### src/hw/rtl/assert_macros.svh
// Assertion helpers clocked on clk and quiet while rst_n is low.
`ifndef ASSERT_MACROS_SVH
`define ASSERT_MACROS_SVH

// Same-cycle implication.
`define DRFP_ASSERT_NOW(label, cond, prop, msg) \
    label: assert property (@(posedge clk) disable iff (!rst_n) (cond) |-> (prop)) \
        else $error(msg);

// Next-cycle implication.
`define DRFP_ASSERT_NEXT(label, cond, prop, msg) \
    label: assert property (@(posedge clk) disable iff (!rst_n) (cond) |=> (prop)) \
        else $error(msg);

`endif

### src/hw/rtl/drfp_pkg.sv
package drfp_pkg;

    localparam logic [7:0] HEADER_FIRST_RESET  = 8'h5A;
    localparam logic [7:0] HEADER_SECOND_RESET = 8'hA5;

    localparam logic [7:0] CMD_REG_READ = 8'h81;
    localparam logic [7:0] CMD_VAR_READ = 8'h83;

    localparam int unsigned CFG_COUNT       = 2;
    localparam int unsigned CFG_INDEX_WIDTH = 1;
    localparam int unsigned CFG_DATA_WIDTH  = 8;

    localparam logic [CFG_INDEX_WIDTH-1:0] CFG_HEADER_FIRST  = 1'd0;
    localparam logic [CFG_INDEX_WIDTH-1:0] CFG_HEADER_SECOND = 1'd1;

    typedef struct packed {
        logic [7:0] rx_byte;
    } rx_beat_t;

    typedef struct packed {
        logic        reply_kind;
        logic [15:0] start_address;
        logic [7:0]  element_index;
        logic [15:0] element_value;
        logic        last_element;
    } reply_beat_t;

endpackage

### src/hw/rtl/drfp_stream_if.sv
interface drfp_stream_if #(
    parameter type payload_t = logic [7:0]
) ();
    logic     valid;
    logic     ready;
    payload_t data;

    modport source (output valid, output data, input ready);
    modport sink (input valid, input data, output ready);
endinterface

### src/hw/rtl/display_reply_frame_parser_unit.sv
// Receive-side frame parser for a serial display link.
// rx (sink, payload rx_byte) takes one received byte per beat. Frames are
// header_first, header_second, length, command, then the body. Command 0x81
// carries an 8-bit start register and a count, then one byte per element;
// command 0x83 carries a 16-bit big-endian address and a count, then one
// big-endian word per element. reply (source) gives one beat per element
// with kind, start address, index, value and a last flag.
// The element beat appears on reply in the cycle after the rx beat that
// completes it. One rx byte is taken per cycle while reply keeps up, set by
// the single parse register stage feeding one output register.
// rx.ready is low only while the output register holds a beat that reply
// does not take; a stalled receiver therefore holds off rx, and nothing is
// dropped. Config writes (cfg_we, cfg_index, cfg_data) set the two header
// bytes and take effect on the next byte.
// Reset puts the parser back to hunting for the first header byte, empties
// the output register and restores the header bytes 0x5A and 0xA5.
`include "assert_macros.svh"

module display_reply_frame_parser_unit (
    input  logic                                 clk,
    input  logic                                 rst_n,
    input  logic                                 cfg_we,
    input  logic [drfp_pkg::CFG_INDEX_WIDTH-1:0] cfg_index,
    input  logic [drfp_pkg::CFG_DATA_WIDTH-1:0]  cfg_data,
    drfp_stream_if.sink                          rx,
    drfp_stream_if.source                        reply
);

    localparam logic [3:0] PH_HUNT1   = 4'd0;
    localparam logic [3:0] PH_HUNT2   = 4'd1;
    localparam logic [3:0] PH_LEN     = 4'd2;
    localparam logic [3:0] PH_CMD     = 4'd3;
    localparam logic [3:0] PH_ADDR_HI = 4'd4;
    localparam logic [3:0] PH_ADDR_LO = 4'd5;
    localparam logic [3:0] PH_COUNT   = 4'd6;
    localparam logic [3:0] PH_DATA_HI = 4'd7;
    localparam logic [3:0] PH_DATA_LO = 4'd8;
    localparam logic [3:0] PH_SKIP    = 4'd9;

    logic [7:0]  header_first_reg;
    logic [7:0]  header_second_reg;

    logic [3:0]  phase_reg,     phase_next;
    logic [7:0]  left_reg,      left_next;
    logic        variable_reg,  variable_next;
    logic [15:0] address_reg,   address_next;
    logic [7:0]  total_reg,     total_next;
    logic [7:0]  position_reg,  position_next;
    logic [7:0]  high_reg,      high_next;

    logic                  out_valid_reg;
    drfp_pkg::reply_beat_t out_data_reg;
    drfp_pkg::reply_beat_t emit_data;
    logic                  emit;

    logic       rx_fire;
    logic [7:0] b;

    assign rx.ready    = !out_valid_reg || reply.ready;
    assign rx_fire     = rx.valid && rx.ready;
    assign b           = rx.data.rx_byte;
    assign reply.valid = out_valid_reg;
    assign reply.data  = out_data_reg;

    always_ff @(posedge clk or negedge rst_n)
    begin
        if (!rst_n)
        begin
            header_first_reg  <= drfp_pkg::HEADER_FIRST_RESET;
            header_second_reg <= drfp_pkg::HEADER_SECOND_RESET;
        end
        else if (cfg_we)
        begin
            case (cfg_index)
                drfp_pkg::CFG_HEADER_FIRST:  header_first_reg  <= cfg_data;
                drfp_pkg::CFG_HEADER_SECOND: header_second_reg <= cfg_data;
                default: ;
            endcase
        end
    end

    always_comb
    begin
        logic [7:0] left_dec;
        logic [8:0] need;
        logic [7:0] pos_inc;

        left_dec      = left_reg - 8'd1;
        need          = variable_reg ? {b, 1'b0} : {1'b0, b};
        pos_inc       = position_reg + 8'd1;

        phase_next    = phase_reg;
        left_next     = left_reg;
        variable_next = variable_reg;
        address_next  = address_reg;
        total_next    = total_reg;
        position_next = position_reg;
        high_next     = high_reg;
        emit          = 1'b0;

        emit_data.reply_kind    = variable_reg;
        emit_data.start_address = address_reg;
        emit_data.element_index = position_reg;
        emit_data.element_value = variable_reg ? {high_reg, b} : {8'd0, b};
        emit_data.last_element  = (pos_inc == total_reg);

        case (phase_reg)
            PH_HUNT2:
            begin
                if (b == header_second_reg)
                    phase_next = PH_LEN;
                else if (b != header_first_reg)
                    phase_next = PH_HUNT1;
            end
            PH_LEN:
            begin
                left_next  = b;
                phase_next = (b == 8'd0) ? PH_HUNT1 : PH_CMD;
            end
            PH_CMD, PH_ADDR_HI, PH_ADDR_LO, PH_COUNT, PH_DATA_HI, PH_DATA_LO, PH_SKIP:
            begin
                left_next = left_dec;
                case (phase_reg)
                    PH_CMD:
                    begin
                        address_next = 16'd0;
                        if (b == drfp_pkg::CMD_REG_READ)
                        begin
                            variable_next = 1'b0;
                            phase_next    = PH_ADDR_LO;
                        end
                        else if (b == drfp_pkg::CMD_VAR_READ)
                        begin
                            variable_next = 1'b1;
                            phase_next    = PH_ADDR_HI;
                        end
                        else
                            phase_next = PH_SKIP;
                    end
                    PH_ADDR_HI:
                    begin
                        address_next = {b, 8'd0};
                        phase_next   = PH_ADDR_LO;
                    end
                    PH_ADDR_LO:
                    begin
                        address_next = {address_reg[15:8], address_reg[7:0] | b};
                        phase_next   = PH_COUNT;
                    end
                    PH_COUNT:
                    begin
                        total_next    = b;
                        position_next = 8'd0;
                        // drop the frame when the count is zero or the elements overrun its end
                        if (b == 8'd0 || need > {1'b0, left_dec})
                            phase_next = PH_SKIP;
                        else
                            phase_next = PH_DATA_HI;
                    end
                    PH_DATA_HI:
                    begin
                        if (variable_reg)
                        begin
                            high_next  = b;
                            phase_next = PH_DATA_LO;
                        end
                        else
                        begin
                            emit          = 1'b1;
                            position_next = pos_inc;
                            if (pos_inc == total_reg)
                                phase_next = PH_SKIP;
                        end
                    end
                    PH_DATA_LO:
                    begin
                        emit          = 1'b1;
                        position_next = pos_inc;
                        phase_next    = (pos_inc == total_reg) ? PH_SKIP : PH_DATA_HI;
                    end
                    default: ;
                endcase
                if (left_dec == 8'd0)
                    phase_next = PH_HUNT1;
            end
            default:
            begin
                phase_next = (b == header_first_reg) ? PH_HUNT2 : PH_HUNT1;
            end
        endcase
    end

    always_ff @(posedge clk or negedge rst_n)
    begin
        if (!rst_n)
        begin
            phase_reg    <= PH_HUNT1;
            left_reg     <= 8'd0;
            variable_reg <= 1'b0;
            address_reg  <= 16'd0;
            total_reg    <= 8'd0;
            position_reg <= 8'd0;
            high_reg     <= 8'd0;
        end
        else if (rx_fire)
        begin
            phase_reg    <= phase_next;
            left_reg     <= left_next;
            variable_reg <= variable_next;
            address_reg  <= address_next;
            total_reg    <= total_next;
            position_reg <= position_next;
            high_reg     <= high_next;
        end
    end

    // load a new beat on an element, otherwise drain once taken
    always_ff @(posedge clk or negedge rst_n)
    begin
        if (!rst_n)
            out_valid_reg <= 1'b0;
        else if (rx_fire && emit)
            out_valid_reg <= 1'b1;
        else if (reply.ready)
            out_valid_reg <= 1'b0;
    end

    always_ff @(posedge clk)
    begin
        if (rx_fire && emit)
            out_data_reg <= emit_data;
    end

    `DRFP_ASSERT_NOW(a_stall_blocks_rx, out_valid_reg && !reply.ready, !rx.ready, "rx taken while output stalled")
    `DRFP_ASSERT_NOW(a_body_has_bytes, phase_reg != PH_HUNT1 && phase_reg != PH_HUNT2 && phase_reg != PH_LEN, left_reg != 8'd0, "frame phase with no bytes left")
    `DRFP_ASSERT_NOW(a_position_in_range, phase_reg == PH_DATA_HI || phase_reg == PH_DATA_LO, position_reg < total_reg, "element position past count")
    `DRFP_ASSERT_NEXT(a_no_spurious_beat, rx_fire && phase_reg != PH_DATA_HI && phase_reg != PH_DATA_LO, out_valid_reg == $past(out_valid_reg && !reply.ready), "reply beat outside data phase")

endmodule

### src/flat_wrapper.sv
// flat-port wrapper written by rule: the top's interface ports become plain ports
module display_reply_frame_parser_unit_flat import drfp_pkg::*;
  (clk, rst_n, cfg_we, cfg_index, cfg_data, rx_valid, rx_data, rx_ready, reply_valid, reply_data, reply_ready);
  drfp_stream_if #(.payload_t(rx_beat_t)) rx_i ();
  drfp_stream_if #(.payload_t(reply_beat_t)) reply_i ();
  input  logic clk;
  input  logic rst_n;
  input  logic cfg_we;
  input  logic [drfp_pkg::CFG_INDEX_WIDTH-1:0] cfg_index;
  input  logic [drfp_pkg::CFG_DATA_WIDTH-1:0] cfg_data;
  input wire logic [$bits(rx_i.valid)-1:0] rx_valid;
  input wire logic [$bits(rx_i.data)-1:0] rx_data;
  output wire logic [$bits(rx_i.ready)-1:0] rx_ready;
  output wire logic [$bits(reply_i.valid)-1:0] reply_valid;
  output wire logic [$bits(reply_i.data)-1:0] reply_data;
  input wire logic [$bits(reply_i.ready)-1:0] reply_ready;
  assign rx_i.valid = rx_valid;
  assign rx_i.data = rx_data;
  assign rx_ready = rx_i.ready;
  assign reply_valid = reply_i.valid;
  assign reply_data = reply_i.data;
  assign reply_i.ready = reply_ready;
  display_reply_frame_parser_unit u_core (.clk(clk), .rst_n(rst_n), .cfg_we(cfg_we), .cfg_index(cfg_index), .cfg_data(cfg_data), .rx(rx_i), .reply(reply_i));
endmodule
### config.mk
export PLATFORM = sky130hd
export DESIGN_NAME = display_reply_frame_parser_unit_flat
export DESIGN_NICKNAME = d
export VERILOG_FILES = /design/src/hw/rtl/drfp_pkg.sv /design/src/hw/rtl/drfp_stream_if.sv /design/src/hw/rtl/display_reply_frame_parser_unit.sv /design/src/flat_wrapper.sv
export VERILOG_INCLUDE_DIRS = /design/src /design/src/hw/rtl
export SDC_FILE = /design/constraint.sdc
export NUM_CORES = 1
export LEC_CHECK = 0
export ABC_AREA = 1
export BUFFER_PORTS_ARGS = -buffer_cell sky130_fd_sc_hd__buf_2
export CAP_MARGIN = 20
export CORE_AREA = 2 2 115 89
export DETAILED_ROUTE_END_ITERATION = 7
export DIE_AREA = 0 0 117 91
export GPL_TIMING_DRIVEN = 0
export HOLD_SLACK_MARGIN = 0.02
export PLACE_DENSITY = 0.87
export SLEW_MARGIN = 15
export SYNTH_ARGS = -nofsm -noshare
export SYNTH_HDL_FRONTEND = slang
export SYNTH_SLANG_ARGS = --single-unit
### constraint.sdc
create_clock -name clk -period 4.04 [get_ports clk]
set_input_delay 0.404 -clock clk [delete_from_list [all_inputs] [get_ports clk]]
set_output_delay 0.404 -clock clk [all_outputs]
set_load 0.1 [all_outputs]
==> run metrics <==
status=complete, no violations; CTS sink count=112; post-CTS setup buffers=0; initial core utilization=56.7%; Syn Inst Count=595; Area Growth Syn to Fin=16.4%; CTS H-tree lvls=3; crit path time final=2.92 ns; DRT iter0 DRCs=374; CTS buffer count=9; routed wire length=12.2 mm; Total Power=~2.3 mW; crit path DAT=3.16 ns; CTS clock-pin slew for the worst setup and hold paths=0.08 ns; largest area contributor in the netlist=dfrtp_1; simple-gate share of the synthesized area=21.5%; Max Clock Skew=around 0.013 ns; CTS tree=done; worst hold endpoint=u_core.reply.data[7]; FF-to-FF setup slack=1.12 ns; Fmax=343 MHz; Max Root-Sink Buffers=2; dpl cell area=5930 um2; Compound-Gate Fraction of Synth Area=9.81%; worst reg2reg path startpoint=u_core.left_reg[0]; fraction of registers with async set/reset=62.5%; post-route cell area=between 6000 and 7000 um2; leakage=2.97 nW; Worst Setup SP=u_core.left_reg[0]; actual slew at the worst max-slew pin=0.665 ns; CP Capture Type=flop; final setup fails=0; largest net degree at the start of global routing=44; setup_tns=0 ns; final routed DRC violation total=0; Vias/cell=5.34; synthesized flop and latch total=112; ant diodes=0; vias in the first global route=4381; synth warn=0; Die Wd=between 100 and 150 um; IO Port Bufs=65; layout cells sized above 1=18.4%; Synth Cell Area=5380 um2; CP startpoint kind=flop; main combinational cell family by area after synthesis=simple AND/OR/NAND/NOR gates; top_reg_cell synth=dfrtp_1; Final Slew Violations=0; power per cell area=375 nW/um2; main area contributors after synthesis=dfrtp_1 (29%), edfxtp_1 (23%), nand2_1 (11%), inv_1 (5.6%), o21ai_0 (4.5%); hold_sp=rx_data[6]; RSZ-0062 raised after global routing=false; routed len/inst=about 15 um; antenna-violating nets left=0; top-area cell type share of the netlist area=28.8%; RD Place Congestion=0.947; post-synthesis mux area share=0%; die area=about 11000 um2; commonest non-fill, non-tap cell in the layout=nand2_1; first-pass GRT wire length=between 20 and 25 mm; initial antenna violation count=0; crit path max fanout=6; Worst VDD drop=between 200 and 250 uV; Post-synth EDFFs=42; Post-DP HPWL=8.86 mm; Fin. Hold Viols=0; syn nets=~630; vias=4329; post-synth cell types=39; Seq/Total Area, Yosys=56.1%; first-pass detailed-route iteration total=5; dpl cells=a little under 800; Slew HR=55.6%; Final Cycle Share=72.3%; num ports=66; FF-to-FF End=u_core.phase_reg[1]; most frequent cells in the layout=nand2_1 (151), inv_1 (80), buf_2 (68); row cnt=31; worst min path class=input pin to flop; GRT Util Overall=25.0%; nets@finish=707; clk_lat worst skew=0.36 ns; total gr overflow=0; Die Ht=91 um; Finished Layout Cells=811; WHS=around 0.24 ns; reg2reg path depth=21; Crit Path Class=flop to flop; max reg flops=42; Hold Path Stages=1; Max Cap Viol=0; clock root buffer=clkbuf_16; Syn Area/Cell=9.05 um2; adder-cell share of the synthesized area=2.56%; total core area=approximately 9500 um2; XOR/XNOR Fraction of Synth Area=2.77%; worst path required time=about 4.3 ns
[layer usage]
layer / up-vias / global-route usage [%] / routed length, um / share of wire [%]
li1: 2100 / - / - / -
met1: 2007 / 32.8 / 5170 / 42
met2: 198 / 39.5 / 5790 / 48
met3: 24 / 6.74 / 950 / 7.8
met4: 0 / 10.3 / 261 / 2.1
met5: - / 0 / 0 / 0
[final cells by class]
cell class              count  area (um2)
plain buffers              15        72.6
clock buffers               9         225
clock inverters             7         103
fillers                   728        3240
inverters                  85         319
multi-input cells         383        1970
flip-flops and latches    112        3020
well taps                 132         165
repair buffers             68         385
[worst max-delay path, cell delays in order, from the launching register on]
cell and delay [ns]:
dfrtp_1 0.40, inv_1 0.21, ha_1 0.23, nand2_1 0.07, nor2_1 0.16, nand3_1 0.12
xor2_1 0.26, inv_1 0.08, ha_1 0.29, nand2_1 0.05, nor2_1 0.17, nand2_1 0.07
nand3_1 0.08, nand2_1 0.09, nand3_1 0.08, nand2_1 0.05, inv_1 0.08, nand2_1 0.06
nand2_1 0.06, nand2_1 0.05, nand3_1 0.07, nand2_1 0.07
[Yosys cell counts, types with 6 or more instances]
library cell / number
dfrtp_1: 62
nand3_1: 38
o21ai_1: 6
clkbuf_1: 9
ha_1: 11
o21ai_0: 48
edfxtp_1: 42
nand2_1: 151
dfstp_2: 8
a21oi_1: 23
nand4_1: 12
xnor2_1: 8
xor2_1: 9
nor2_1: 35
inv_1: 80
[what timing repair did]
action	CTS	global route
resized for setup	0	0
endpoints found under the hold margin	19	0
hold buffers	1	0
[worst max-delay path by stage]
stage               slack (ns)                endpoint  cells after the start
finish                    1.12     u_core.phase_reg[1]                     21
detailed placement        1.17     u_core.phase_reg[1]                     21
CTS                       1.14     u_core.phase_reg[1]                     21
global route              0.84     u_core.phase_reg[1]                     21
floorplan                0.008  u_core.position_reg[4]                      6
global placement          0.34  u_core.position_reg[4]                      8
[report_power, final]
part	leakage, nW	total [mW]	switching [mW]	internal, mW
Clock	0.160	0.944	0.440	0.505
Combinational	1.59	0.166	0.106	0.0605
Sequential	1.22	1.24	0.0274	1.21
Total	2.97	2.35	0.573	1.78
[metrics by stage]
step                      util, %  setup slack [ns]
after detailed placement     62.4              1.17
after floorplan                 -           0.00766
after CTS                    66.0              1.14
after global routing         66.0             0.845
after global placement       61.8             0.342
final                        66.0              1.12
[logic make-up after synthesis]
family,count (synthesis)
flip-flops,112
XOR/XNOR,17
buffers and inverters,100
adder cells (fa/ha/maj),11
AO/OA/AOI/OAI,92
AND/OR/NAND/NOR,263
Power figures use the tool's default switching activity.
